## src/hw/rtl/i2cm_pkg.sv

```systemverilog
// shared types and constants for the i2c byte engine
// item and result beat structs, command classes, queue sizes, register map
// no dependencies
package i2cm_pkg;

    // input function codes
    localparam logic [2:0] FUNC_TICK  = 3'd0;
    localparam logic [2:0] FUNC_START = 3'd1;
    localparam logic [2:0] FUNC_STOP  = 3'd2;
    localparam logic [2:0] FUNC_WRITE = 3'd3;
    localparam logic [2:0] FUNC_READ  = 3'd4;

    // configuration register map (index taken from paddr[2])
    localparam int          APB_AW     = 3;
    localparam logic        REG_HALF   = 1'b0;
    localparam logic        REG_POLL   = 1'b1;
    localparam logic [15:0] HALF_RESET = 16'd5;
    localparam logic [7:0]  POLL_RESET = 8'd15;

    // queue sizes (powers of two)
    localparam int CMDQ_DEPTH = 4;
    localparam int CMDQ_AW    = $clog2(CMDQ_DEPTH);
    localparam int RESQ_DEPTH = 2;
    localparam int RESQ_AW    = $clog2(RESQ_DEPTH);

    // input beat
    typedef struct packed {
        logic [2:0] func;
        logic [7:0] data_byte;
        logic       last_byte;
        logic       sda_sample;
    } item_t;

    // result beat
    typedef struct packed {
        logic       scl_level;
        logic       sda_level;
        logic       busy_res;
        logic       done_res;
        logic [7:0] rx_byte;
        logic       ack_seen;
        logic       rejected;
    } res_t;

    // class of an accepted beat
    typedef enum logic [2:0] {
        KIND_TICK,
        KIND_START,
        KIND_STOP,
        KIND_WRITE,
        KIND_READ,
        KIND_NONE
    } kind_t;

    // classified beat handed from front to back
    typedef struct packed {
        kind_t      kind;
        logic [7:0] data_byte;
        logic       last_byte;
        logic       sda_sample;
    } cmd_t;

    // configuration seen by the sequencer
    typedef struct packed {
        logic [15:0] half_period_ticks;
        logic [7:0]  ack_poll_limit;
    } cfg_t;

endpackage

```

## src/hw/rtl/i2cm_cfg.sv

```systemverilog
// apb configuration registers for the i2c byte engine
// depends on i2cm_pkg
module i2cm_cfg
(
    input  logic                       clk,
    input  logic                       rst_n,
    input  logic                       psel,
    input  logic                       penable,
    input  logic                       pwrite,
    input  logic [i2cm_pkg::APB_AW-1:0] paddr,
    input  logic [31:0]                pwdata,
    output logic [31:0]                prdata,
    output logic                       pready,
    output i2cm_pkg::cfg_t             cfg
);

    logic [15:0] half_reg;
    logic [7:0]  poll_reg;
    logic        wr_en;

    assign pready = 1'b1;
    assign wr_en  = psel && penable && pwrite;

    // register write
    always_ff @(posedge clk or negedge rst_n)
    begin
        if (!rst_n)
        begin
            half_reg <= i2cm_pkg::HALF_RESET;
            poll_reg <= i2cm_pkg::POLL_RESET;
        end
        else if (wr_en)
        begin
            if (paddr[2] == i2cm_pkg::REG_HALF)
            begin
                half_reg <= pwdata[15:0];
            end
            else
            begin
                poll_reg <= pwdata[7:0];
            end
        end
    end

    // read back
    always_comb
    begin
        if (paddr[2] == i2cm_pkg::REG_POLL)
        begin
            prdata = {24'd0, poll_reg};
        end
        else
        begin
            prdata = {16'd0, half_reg};
        end
    end

    assign cfg.half_period_ticks = half_reg;
    assign cfg.ack_poll_limit    = poll_reg;

endmodule

```

## src/hw/rtl/i2cm_front.sv

```systemverilog
// front end: accepts input beats, classifies them and queues them for the sequencer
// depends on i2cm_pkg
module i2cm_front
(
    input  logic            clk,
    input  logic            rst_n,
    input  logic            push,
    output logic            full,
    input  i2cm_pkg::item_t item,
    output logic            cmd_valid,
    output i2cm_pkg::cmd_t  cmd,
    input  logic            cmd_take
);

    i2cm_pkg::cmd_t                cmd_mem [i2cm_pkg::CMDQ_DEPTH];
    logic [i2cm_pkg::CMDQ_AW-1:0]  wr_ptr_reg;
    logic [i2cm_pkg::CMDQ_AW-1:0]  rd_ptr_reg;
    logic [i2cm_pkg::CMDQ_AW:0]    cnt_reg;
    logic [i2cm_pkg::CMDQ_AW:0]    cnt_next;
    logic                          in_take;
    i2cm_pkg::cmd_t                dec;

    // classify the incoming beat
    always_comb
    begin
        dec.data_byte  = item.data_byte;
        dec.last_byte  = item.last_byte;
        dec.sda_sample = item.sda_sample;
        case (item.func)
            i2cm_pkg::FUNC_TICK:  dec.kind = i2cm_pkg::KIND_TICK;
            i2cm_pkg::FUNC_START: dec.kind = i2cm_pkg::KIND_START;
            i2cm_pkg::FUNC_STOP:  dec.kind = i2cm_pkg::KIND_STOP;
            i2cm_pkg::FUNC_WRITE: dec.kind = i2cm_pkg::KIND_WRITE;
            i2cm_pkg::FUNC_READ:  dec.kind = i2cm_pkg::KIND_READ;
            default:              dec.kind = i2cm_pkg::KIND_NONE;
        endcase
    end

    assign full      = (cnt_reg == (i2cm_pkg::CMDQ_AW+1)'(i2cm_pkg::CMDQ_DEPTH));
    assign in_take   = push && !full;
    assign cmd_valid = (cnt_reg != '0);
    assign cmd       = cmd_mem[rd_ptr_reg];

    // occupancy
    always_comb
    begin
        case ({in_take, cmd_take})
            2'b10:   cnt_next = cnt_reg + 1'b1;
            2'b01:   cnt_next = cnt_reg - 1'b1;
            default: cnt_next = cnt_reg;
        endcase
    end

    // queue storage
    always_ff @(posedge clk)
    begin
        if (in_take)
        begin
            cmd_mem[wr_ptr_reg] <= dec;
        end
    end

    // queue pointers
    always_ff @(posedge clk or negedge rst_n)
    begin
        if (!rst_n)
        begin
            wr_ptr_reg <= '0;
            rd_ptr_reg <= '0;
            cnt_reg    <= '0;
        end
        else
        begin
            if (in_take)
            begin
                wr_ptr_reg <= wr_ptr_reg + 1'b1;
            end
            if (cmd_take)
            begin
                rd_ptr_reg <= rd_ptr_reg + 1'b1;
            end
            cnt_reg <= cnt_next;
        end
    end

    // checks
    a_cnt_bound: assert property (@(posedge clk) disable iff (!rst_n)
        cnt_reg <= (i2cm_pkg::CMDQ_AW+1)'(i2cm_pkg::CMDQ_DEPTH))
        else $error("command queue overfilled");
    a_take_valid: assert property (@(posedge clk) disable iff (!rst_n)
        cmd_take |-> cmd_valid)
        else $error("command taken from empty queue");
    a_cnt_up: assert property (@(posedge clk) disable iff (!rst_n)
        (in_take && !cmd_take) |=> cnt_reg == $past(cnt_reg) + 1'b1)
        else $error("command queue count lost a beat");

endmodule

```

## src/hw/rtl/i2cm_back.sv

```systemverilog
// back end: bit-level bus sequencer, one queued beat per cycle while the result queue has room, plus result queue
// depends on i2cm_pkg
module i2cm_back
(
    input  logic            clk,
    input  logic            rst_n,
    input  i2cm_pkg::cfg_t  cfg,
    input  logic            cmd_valid,
    input  i2cm_pkg::cmd_t  cmd,
    output logic            cmd_take,
    output logic            empty,
    input  logic            pop,
    output i2cm_pkg::res_t  result
);

    typedef enum logic [3:0] {
        PH_IDLE,
        PH_START_A,
        PH_START_B,
        PH_STOP_A,
        PH_STOP_B,
        PH_W_LOW,
        PH_W_HIGH,
        PH_W_ACKHI,
        PH_W_POLL,
        PH_R_LOW0,
        PH_R_HIGH,
        PH_R_LOW,
        PH_R_ACK
    } phase_t;

    phase_t      phase_reg, phase_next;
    logic [3:0]  bit_reg, bit_next;
    logic [15:0] tick_reg, tick_next;
    logic [7:0]  shift_reg, shift_next;
    logic [7:0]  poll_reg, poll_next;
    logic        scl_reg, scl_next;
    logic        sda_reg, sda_next;
    logic        nack_reg, nack_next;
    logic        ack_reg, ack_next;
    logic [7:0]  rx_reg, rx_next;

    logic        done;
    logic        rej;
    logic [15:0] half;
    logic [7:0]  lim;
    logic [16:0] tick_inc;
    logic        over;
    logic [15:0] tick_adv;
    logic [3:0]  bit_inc;
    logic [7:0]  poll_inc;

    i2cm_pkg::res_t               res_in;
    i2cm_pkg::res_t               res_mem [i2cm_pkg::RESQ_DEPTH];
    logic [i2cm_pkg::RESQ_AW-1:0] wr_ptr_reg;
    logic [i2cm_pkg::RESQ_AW-1:0] rd_ptr_reg;
    logic [i2cm_pkg::RESQ_AW:0]   cnt_reg;
    logic [i2cm_pkg::RESQ_AW:0]   cnt_next;
    logic                         res_full;
    logic                         res_pop;

    // phase timing helpers
    assign half     = (cfg.half_period_ticks == 16'd0) ? 16'd1 : cfg.half_period_ticks;
    assign lim      = (cfg.ack_poll_limit == 8'd0) ? 8'd1 : cfg.ack_poll_limit;
    assign tick_inc = {1'b0, tick_reg} + 17'd1;
    assign over     = (tick_inc >= {1'b0, half});
    assign tick_adv = over ? 16'd0 : tick_inc[15:0];
    assign bit_inc  = bit_reg + 4'd1;
    assign poll_inc = poll_reg + 8'd1;

    // sequencer next state
    always_comb
    begin
        phase_next = phase_reg;
        bit_next   = bit_reg;
        tick_next  = tick_reg;
        shift_next = shift_reg;
        poll_next  = poll_reg;
        scl_next   = scl_reg;
        sda_next   = sda_reg;
        nack_next  = nack_reg;
        ack_next   = ack_reg;
        rx_next    = rx_reg;
        done       = 1'b0;
        rej        = 1'b0;
        case (cmd.kind)
            i2cm_pkg::KIND_TICK:
            begin
                if (phase_reg != PH_W_POLL)
                begin
                    tick_next = tick_adv;
                end
                case (phase_reg)
                    PH_IDLE:
                    begin
                        tick_next = tick_reg;
                    end
                    PH_START_A:
                    begin
                        if (over)
                        begin
                            sda_next   = 1'b0;
                            phase_next = PH_START_B;
                        end
                    end
                    PH_START_B:
                    begin
                        if (over)
                        begin
                            scl_next   = 1'b0;
                            phase_next = PH_IDLE;
                            done       = 1'b1;
                        end
                    end
                    PH_STOP_A:
                    begin
                        if (over)
                        begin
                            sda_next   = 1'b1;
                            phase_next = PH_STOP_B;
                        end
                    end
                    PH_STOP_B:
                    begin
                        if (over)
                        begin
                            scl_next   = 1'b1;
                            sda_next   = 1'b1;
                            phase_next = PH_IDLE;
                            done       = 1'b1;
                        end
                    end
                    PH_W_LOW:
                    begin
                        if (over)
                        begin
                            sda_next   = shift_reg[7];
                            shift_next = {shift_reg[6:0], 1'b0};
                            scl_next   = 1'b1;
                            phase_next = PH_W_HIGH;
                        end
                    end
                    PH_W_HIGH:
                    begin
                        if (over)
                        begin
                            bit_next = bit_inc;
                            if (bit_inc < 4'd8)
                            begin
                                scl_next   = 1'b0;
                                phase_next = PH_W_LOW;
                            end
                            else
                            begin
                                sda_next   = 1'b1;
                                scl_next   = 1'b1;
                                phase_next = PH_W_ACKHI;
                            end
                        end
                    end
                    PH_W_ACKHI:
                    begin
                        if (over)
                        begin
                            poll_next  = 8'd0;
                            phase_next = PH_W_POLL;
                        end
                    end
                    PH_W_POLL:
                    begin
                        if (!cmd.sda_sample)
                        begin
                            ack_next   = 1'b1;
                            scl_next   = 1'b0;
                            sda_next   = 1'b0;
                            phase_next = PH_IDLE;
                            done       = 1'b1;
                        end
                        else
                        begin
                            poll_next = poll_inc;
                            if (poll_inc >= lim)
                            begin
                                ack_next   = 1'b0;
                                scl_next   = 1'b0;
                                sda_next   = 1'b0;
                                phase_next = PH_IDLE;
                                done       = 1'b1;
                            end
                        end
                    end
                    PH_R_LOW0:
                    begin
                        if (over)
                        begin
                            scl_next   = 1'b1;
                            phase_next = PH_R_HIGH;
                        end
                    end
                    PH_R_HIGH:
                    begin
                        if (over)
                        begin
                            shift_next = {shift_reg[6:0], cmd.sda_sample};
                            scl_next   = 1'b0;
                            phase_next = PH_R_LOW;
                        end
                    end
                    PH_R_LOW:
                    begin
                        if (over)
                        begin
                            bit_next = bit_inc;
                            scl_next = 1'b1;
                            if (bit_inc < 4'd8)
                            begin
                                phase_next = PH_R_HIGH;
                            end
                            else
                            begin
                                rx_next    = shift_reg;
                                sda_next   = nack_reg;
                                phase_next = PH_R_ACK;
                            end
                        end
                    end
                    PH_R_ACK:
                    begin
                        if (over)
                        begin
                            scl_next   = 1'b0;
                            sda_next   = 1'b0;
                            phase_next = PH_IDLE;
                            done       = 1'b1;
                        end
                    end
                    default:
                    begin
                        phase_next = PH_IDLE;
                    end
                endcase
            end
            i2cm_pkg::KIND_START,
            i2cm_pkg::KIND_STOP,
            i2cm_pkg::KIND_WRITE,
            i2cm_pkg::KIND_READ:
            begin
                if (phase_reg != PH_IDLE)
                begin
                    rej = 1'b1;
                end
                else
                begin
                    tick_next = 16'd0;
                    bit_next  = 4'd0;
                    case (cmd.kind)
                        i2cm_pkg::KIND_START:
                        begin
                            scl_next   = 1'b1;
                            sda_next   = 1'b1;
                            phase_next = PH_START_A;
                        end
                        i2cm_pkg::KIND_STOP:
                        begin
                            scl_next   = 1'b1;
                            sda_next   = 1'b0;
                            phase_next = PH_STOP_A;
                        end
                        i2cm_pkg::KIND_WRITE:
                        begin
                            shift_next = cmd.data_byte;
                            scl_next   = 1'b0;
                            phase_next = PH_W_LOW;
                        end
                        default:
                        begin
                            shift_next = 8'd0;
                            nack_next  = cmd.last_byte;
                            sda_next   = 1'b1;
                            scl_next   = 1'b0;
                            phase_next = PH_R_LOW0;
                        end
                    endcase
                end
            end
            default:
            begin
                done = 1'b0;
            end
        endcase
    end

    // result beat for this step
    assign res_in.scl_level = scl_next;
    assign res_in.sda_level = sda_next;
    assign res_in.busy_res  = (phase_next != PH_IDLE);
    assign res_in.done_res  = done;
    assign res_in.rx_byte   = rx_next;
    assign res_in.ack_seen  = ack_next;
    assign res_in.rejected  = rej;

    // handshakes around the result queue
    assign res_full = (cnt_reg == (i2cm_pkg::RESQ_AW+1)'(i2cm_pkg::RESQ_DEPTH));
    assign cmd_take = cmd_valid && !res_full;
    assign empty    = (cnt_reg == '0);
    assign res_pop  = pop && !empty;
    assign result   = res_mem[rd_ptr_reg];

    // result queue occupancy
    always_comb
    begin
        case ({cmd_take, res_pop})
            2'b10:   cnt_next = cnt_reg + 1'b1;
            2'b01:   cnt_next = cnt_reg - 1'b1;
            default: cnt_next = cnt_reg;
        endcase
    end

    // sequencer state
    always_ff @(posedge clk or negedge rst_n)
    begin
        if (!rst_n)
        begin
            phase_reg <= PH_IDLE;
            bit_reg   <= 4'd0;
            tick_reg  <= 16'd0;
            shift_reg <= 8'd0;
            poll_reg  <= 8'd0;
            scl_reg   <= 1'b1;
            sda_reg   <= 1'b1;
            nack_reg  <= 1'b0;
            ack_reg   <= 1'b0;
            rx_reg    <= 8'd0;
        end
        else if (cmd_take)
        begin
            phase_reg <= phase_next;
            bit_reg   <= bit_next;
            tick_reg  <= tick_next;
            shift_reg <= shift_next;
            poll_reg  <= poll_next;
            scl_reg   <= scl_next;
            sda_reg   <= sda_next;
            nack_reg  <= nack_next;
            ack_reg   <= ack_next;
            rx_reg    <= rx_next;
        end
    end

    // result queue storage
    always_ff @(posedge clk)
    begin
        if (cmd_take)
        begin
            res_mem[wr_ptr_reg] <= res_in;
        end
    end

    // result queue pointers
    always_ff @(posedge clk or negedge rst_n)
    begin
        if (!rst_n)
        begin
            wr_ptr_reg <= '0;
            rd_ptr_reg <= '0;
            cnt_reg    <= '0;
        end
        else
        begin
            if (cmd_take)
            begin
                wr_ptr_reg <= wr_ptr_reg + 1'b1;
            end
            if (res_pop)
            begin
                rd_ptr_reg <= rd_ptr_reg + 1'b1;
            end
            cnt_reg <= cnt_next;
        end
    end

    // checks
    a_res_bound: assert property (@(posedge clk) disable iff (!rst_n)
        cnt_reg <= (i2cm_pkg::RESQ_AW+1)'(i2cm_pkg::RESQ_DEPTH))
        else $error("result queue overfilled");
    a_done_idle: assert property (@(posedge clk) disable iff (!rst_n)
        (cmd_take && done) |=> phase_reg == PH_IDLE)
        else $error("command finished but sequencer still busy");
    a_rej_hold: assert property (@(posedge clk) disable iff (!rst_n)
        (cmd_take && rej) |=> phase_reg == $past(phase_reg) && tick_reg == $past(tick_reg))
        else $error("rejected command disturbed the sequencer");
    a_rej_busy: assert property (@(posedge clk) disable iff (!rst_n)
        (cmd_take && rej) |-> res_in.busy_res && !res_in.done_res)
        else $error("rejection while idle or with done");

endmodule

```

## src/hw/rtl/i2c_master_byte_engine.sv

```systemverilog
// i2c byte engine: one beat per cycle sustained while the result queue has room
// a pushed beat waits in the front queue (4 beats) until the sequencer steps it
// with room in the result queue (2 beats), which registers its result beat
// the sequencer retires one queued beat per cycle while the result queue has room
// reset (rst_n low, asynchronous) empties both queues, idles the bus sequencer with
// scl and sda released, and loads half period 5 and poll limit 15
module i2c_master_byte_engine
(
    input  logic                        clk,
    input  logic                        rst_n,
    input  logic                        push,
    output logic                        full,
    input  i2cm_pkg::item_t             item,
    output logic                        empty,
    input  logic                        pop,
    output i2cm_pkg::res_t              result,
    input  logic                        psel,
    input  logic                        penable,
    input  logic                        pwrite,
    input  logic [i2cm_pkg::APB_AW-1:0] paddr,
    input  logic [31:0]                 pwdata,
    output logic [31:0]                 prdata,
    output logic                        pready
);

    i2cm_pkg::cfg_t cfg;
    i2cm_pkg::cmd_t cmd;
    logic           cmd_valid;
    logic           cmd_take;

    // configuration registers
    i2cm_cfg u_cfg
    (
        .clk     (clk),
        .rst_n   (rst_n),
        .psel    (psel),
        .penable (penable),
        .pwrite  (pwrite),
        .paddr   (paddr),
        .pwdata  (pwdata),
        .prdata  (prdata),
        .pready  (pready),
        .cfg     (cfg)
    );

    // classify and queue
    i2cm_front u_front
    (
        .clk       (clk),
        .rst_n     (rst_n),
        .push      (push),
        .full      (full),
        .item      (item),
        .cmd_valid (cmd_valid),
        .cmd       (cmd),
        .cmd_take  (cmd_take)
    );

    // bus sequencer and result queue
    i2cm_back u_back
    (
        .clk       (clk),
        .rst_n     (rst_n),
        .cfg       (cfg),
        .cmd_valid (cmd_valid),
        .cmd       (cmd),
        .cmd_take  (cmd_take),
        .empty     (empty),
        .pop       (pop),
        .result    (result)
    );

endmodule

```

## config.mk

```make
export PLATFORM = sky130hd
export DESIGN_NAME = i2c_master_byte_engine
export DESIGN_NICKNAME = d
export VERILOG_FILES = /design/src/hw/rtl/i2cm_pkg.sv /design/src/hw/rtl/i2cm_cfg.sv /design/src/hw/rtl/i2cm_front.sv /design/src/hw/rtl/i2cm_back.sv /design/src/hw/rtl/i2c_master_byte_engine.sv
export SDC_FILE = /design/constraint.sdc
export NUM_CORES = 1
export LEC_CHECK = 0
export BUFFER_PORTS_ARGS = -buffer_cell sky130_fd_sc_hd__buf_2
export CAP_MARGIN = 15
export CORE_MARGIN = 1.5
export CORE_UTILIZATION = 37
export CTS_CLUSTER_SIZE = 40
export DETAILED_ROUTE_END_ITERATION = 6
export MAX_ROUTING_LAYER = met4
export PLACE_DENSITY = 0.61
export SLEW_MARGIN = 20
export SYNTH_ARGS = -nofsm -noshare
export SYNTH_HDL_FRONTEND = slang
export SYNTH_SLANG_ARGS = --single-unit
```

## constraint.sdc

```tcl
create_clock -name clk -period 4.2 [get_ports clk]
set_clock_uncertainty 0.2 [all_clocks]
set_input_delay 0.42 -clock clk [delete_from_list [all_inputs] [get_ports clk]]
set_output_delay 0.42 -clock clk [all_outputs]
set_load 0.005 [all_outputs]
```

==> out/metrics.yaml <==
cts_buffers: 17
detail_route.wl_per_cell_um: 15.47
slew_viol_final: 0
synth_top_cell_area_share_pct: 27.60
die_y_um: 156.4
postSynthCellCount: 737
timing.critical_path.arrival_ns: 4.15
synth.lib_cells_used.distinct: 67
antenna_found_initial: 0
io_pins: 104
timing_worst_slew_pin_value_ns: 0.9446
drc: 0
fmax_mhz: 248.1
critical_path.max_fanout: 8
layout_min_cycle_time_ns: 4.031
ir_drop_v: 0.0002890
gp_congestion: 0.8726
synth_seq_area_share_pct: 52.73
finish.utilization_pct: 44.52
min_from: "item[3]"
max_flop_register: "u_front.cmd_mem"
critPathRequiredTime_ns: 4.32
instances_no_fill: 1152
cts.path.max_buffers: 2
initialDrtViolationCount: 445
global_route_wire_length_before_repair_um: 29040
power_density_nw_per_um2: 623.4
clkSinkCount: 167
path_clk_slew_ns: 0.07
critPathLaunchType: "register"
die_w_um: 156.4
finalHoldViolCount: 0
destination_of_the_worst_hold_path: "u_front.cmd_mem[0][3]"
ys_dominant_reg_cell: "sky130_fd_sc_hd__edfxtp_1"
yosysWarnings: 0
main_combinational_cell_family_by_area_after_synthesis: "multiplexers"
area_growth_syn_to_layout_pct: 16.88
grt_overflow: 0
leakagePower_nw: 4.408
whs_path_depth: 1
post-layout-total-power_mw: 6.341
postPlaceCellArea_um2: 9499
cpMaxStageDelayCell: "sky130_fd_sc_hd__or4_4"
result_of_the_run: "completed"
synth-xor-area-share_pct: 3.220
max_stage_delay_ns: 0.50
drt-vias-per-instance: 5.050
synthesized_area_fraction_occupied_by_ao_oa_aoi_and_oai_cells_pct: 10.02
ff2ff_path_depth: 17
synthArstFlopShare_pct: 52.10
pre_cts_ws_ns: 0.07006
timing.critical_path.buf_inv: 2
worst-path-stages: 17
clock_tree_from_tritoncts: "done"
syn_area_per_cell_um2: 11.81
postLayoutCellArea_um2: 10170
grtUsageTotal_pct: 15.70
crit-reg2reg-launch: "u_back.tick_reg[0]"
max-cap-violations: 0
core_area_um2: 22850
final.fill_count: 2129
hold_path.class: "primary input to register"
finalSetupViolCount: 0
largest_register_ffs: 52
wl_um: 17820
timing.final.ws_setup_ns: 0.1692
synthAdderAreaFrac_pct: 5.089
final.period_utilization_pct: 95.97
cell_total_after_placement: 1114
grt_start_max_net_pins: 64
synth_area_um2: 8703
post_synth_and_or_nand_nor_area_fraction_pct: 10.25
floorplan.rows: 55
cts.htree.levels: 4
clock-root-buffer: "sky130_fd_sc_hd__clkbuf_16"
yosys.area.top_type: "sky130_fd_sc_hd__edfxtp_1"
drt.antenna.violating_nets: 0
setup_tns_ns: 0
r2r_slack_ns: 0.17
timing.critical_path.max_delay_family: "simple AND/OR/NAND/NOR gates"
number_of_global_route_vias_before_repair: 5623
setup.worst_path.class: "register to register"
synth_mux_area_share_pct: 13.40
number_of_iterations_in_the_first_detailed_routing_pass: 5
routed-via-count: 5818
dieArea_um2: 24450
synth_seq_cells: 167
drive_gt1_share_pct: 27.53
finish.net_count: 915
largestRegisters: "u_front.cmd_mem: 52 flops, u_back.res_mem: 28 flops"
post-synth-top-count-cell: "sky130_fd_sc_hd__edfxtp_1"
io_buffer_count: 68
hpwl_um: 12670
synth.area.top_cells: "sky130_fd_sc_hd__edfxtp_1, sky130_fd_sc_hd__dfrtp_1, sky130_fd_sc_hd__mux2_2"
synth_edf_count: 80
hold_ws_ns: 0.01213
worst_slew_slack_as_a_fraction_of_its_limit_pct: 36.69
initial_core_util_pct: 38.09
insertion_delay_ns: 0.43
crit-reg2reg-capture: "u_back.rx_reg[6]"
crit_chain: "ha_2 > nand3_2 > nor2_2 > and4_4 > nand3_1 > xnor2_2 > ha_1 > and4_1 > nand2_1 > a21oi_1 > a311oi_2 > buf_4 > and2_4 > or4_4 > or2_1 > buf_12 > mux2_4"
worstSetupStartpoint: "u_back.tick_reg[0]"
synth.top_cells.by_count: "sky130_fd_sc_hd__edfxtp_1, sky130_fd_sc_hd__dfrtp_1, sky130_fd_sc_hd__mux2_2"
endpoint_kind: "register"
antenna_cells: 0
## placed cells by master (no fill, tap or decap), types with 4 or more instances in the layout
cell,instances
sky130_fd_sc_hd__clkbuf_16,17
sky130_fd_sc_hd__mux2_4,8
sky130_fd_sc_hd__xor2_1,10
sky130_fd_sc_hd__inv_1,45
sky130_fd_sc_hd__xnor2_1,20
sky130_fd_sc_hd__nor2b_1,7
sky130_fd_sc_hd__nand4_1,6
sky130_fd_sc_hd__mux4_2,13
sky130_fd_sc_hd__nor4_1,8
sky130_fd_sc_hd__and2_1,7
sky130_fd_sc_hd__o22ai_1,6
sky130_fd_sc_hd__conb_1,17
sky130_fd_sc_hd__a21o_1,6
sky130_fd_sc_hd__buf_4,30
sky130_fd_sc_hd__dfstp_2,8
sky130_fd_sc_hd__or3_1,4
sky130_fd_sc_hd__mux2i_1,10
sky130_fd_sc_hd__dlygate4sd3_1,6
sky130_fd_sc_hd__nor3_1,12
sky130_fd_sc_hd__a21oi_1,23
sky130_fd_sc_hd__nand3_1,18
sky130_fd_sc_hd__mux2_2,58
sky130_fd_sc_hd__a32o_1,7
sky130_fd_sc_hd__ha_1,32
sky130_fd_sc_hd__nand2_1,55
sky130_fd_sc_hd__inv_8,10
sky130_fd_sc_hd__a22o_1,13
sky130_fd_sc_hd__buf_2,67
sky130_fd_sc_hd__edfxtp_1,80
sky130_fd_sc_hd__nor2_1,44
sky130_fd_sc_hd__and3_1,8
sky130_fd_sc_hd__dfrtp_1,79
sky130_fd_sc_hd__a31oi_1,6
sky130_fd_sc_hd__o21ai_0,36
## report_power, final
part | leakage, nW | switching (mW) | internal [mW]
registers | 1.86 | 0.281 | 2.21
logic | 2.26 | 1.33 | 0.994
clock network | 0.284 | 0.726 | 0.801
total | 4.41 | 2.33 | 4.01
## metal layers
layer / track usage (%) / share of wire [%] / vias up
met5: - / 0 / -
met4: 4.172 / 0.84 / 0
met3: 3.102 / 3.7 / 13
met2: 24.61 / 48 / 111
met1: 20.86 / 47 / 2862
li1: - / - / 2832
## cells by family (layout without fill, tap and decap cells)
logic type,after synthesis,in the layout
flip-flops,167,167
adder cells (fa/ha/maj),35,35
buffers and inverters,97,184
XOR/XNOR,32,32
other,2,17
multiplexers,89,89
AND/OR/NAND/NOR,185,185
AO/OA/AOI/OAI,130,130
## timing repair
| action | 4_1_cts | 5_1_grt |
|---|---|---|
| gates resized for setup | 0 | 11 |
| setup buffers | 0 | 0 |
| hold buffers | 6 | 0 |
| setup endpoints to repair | 0 | 68 |
| endpoints found under the hold margin | 75 | 0 |
## final cells by class
cell class	count	area, um2	area share (%)
Sequential cell	167	4589	45.12
Multi-Input combinational cell	488	3760	36.96
Timing Repair Buffer	106	680.7	6.691
Clock buffer	18	429.2	4.219
Tap cell	313	391.6	3.850
Inverter	46	172.7	1.697
Clock inverter	14	148.9	1.464
## worst max path at each step
stage                                endpoint
after floorplan           u_back.shift_reg[0]
after global placement      u_back.bit_reg[0]
after detailed placement    u_back.bit_reg[0]
after CTS                   u_back.bit_reg[0]
after global routing         u_back.rx_reg[6]
final                        u_back.rx_reg[6]
(Power assumes the default switching activity.)
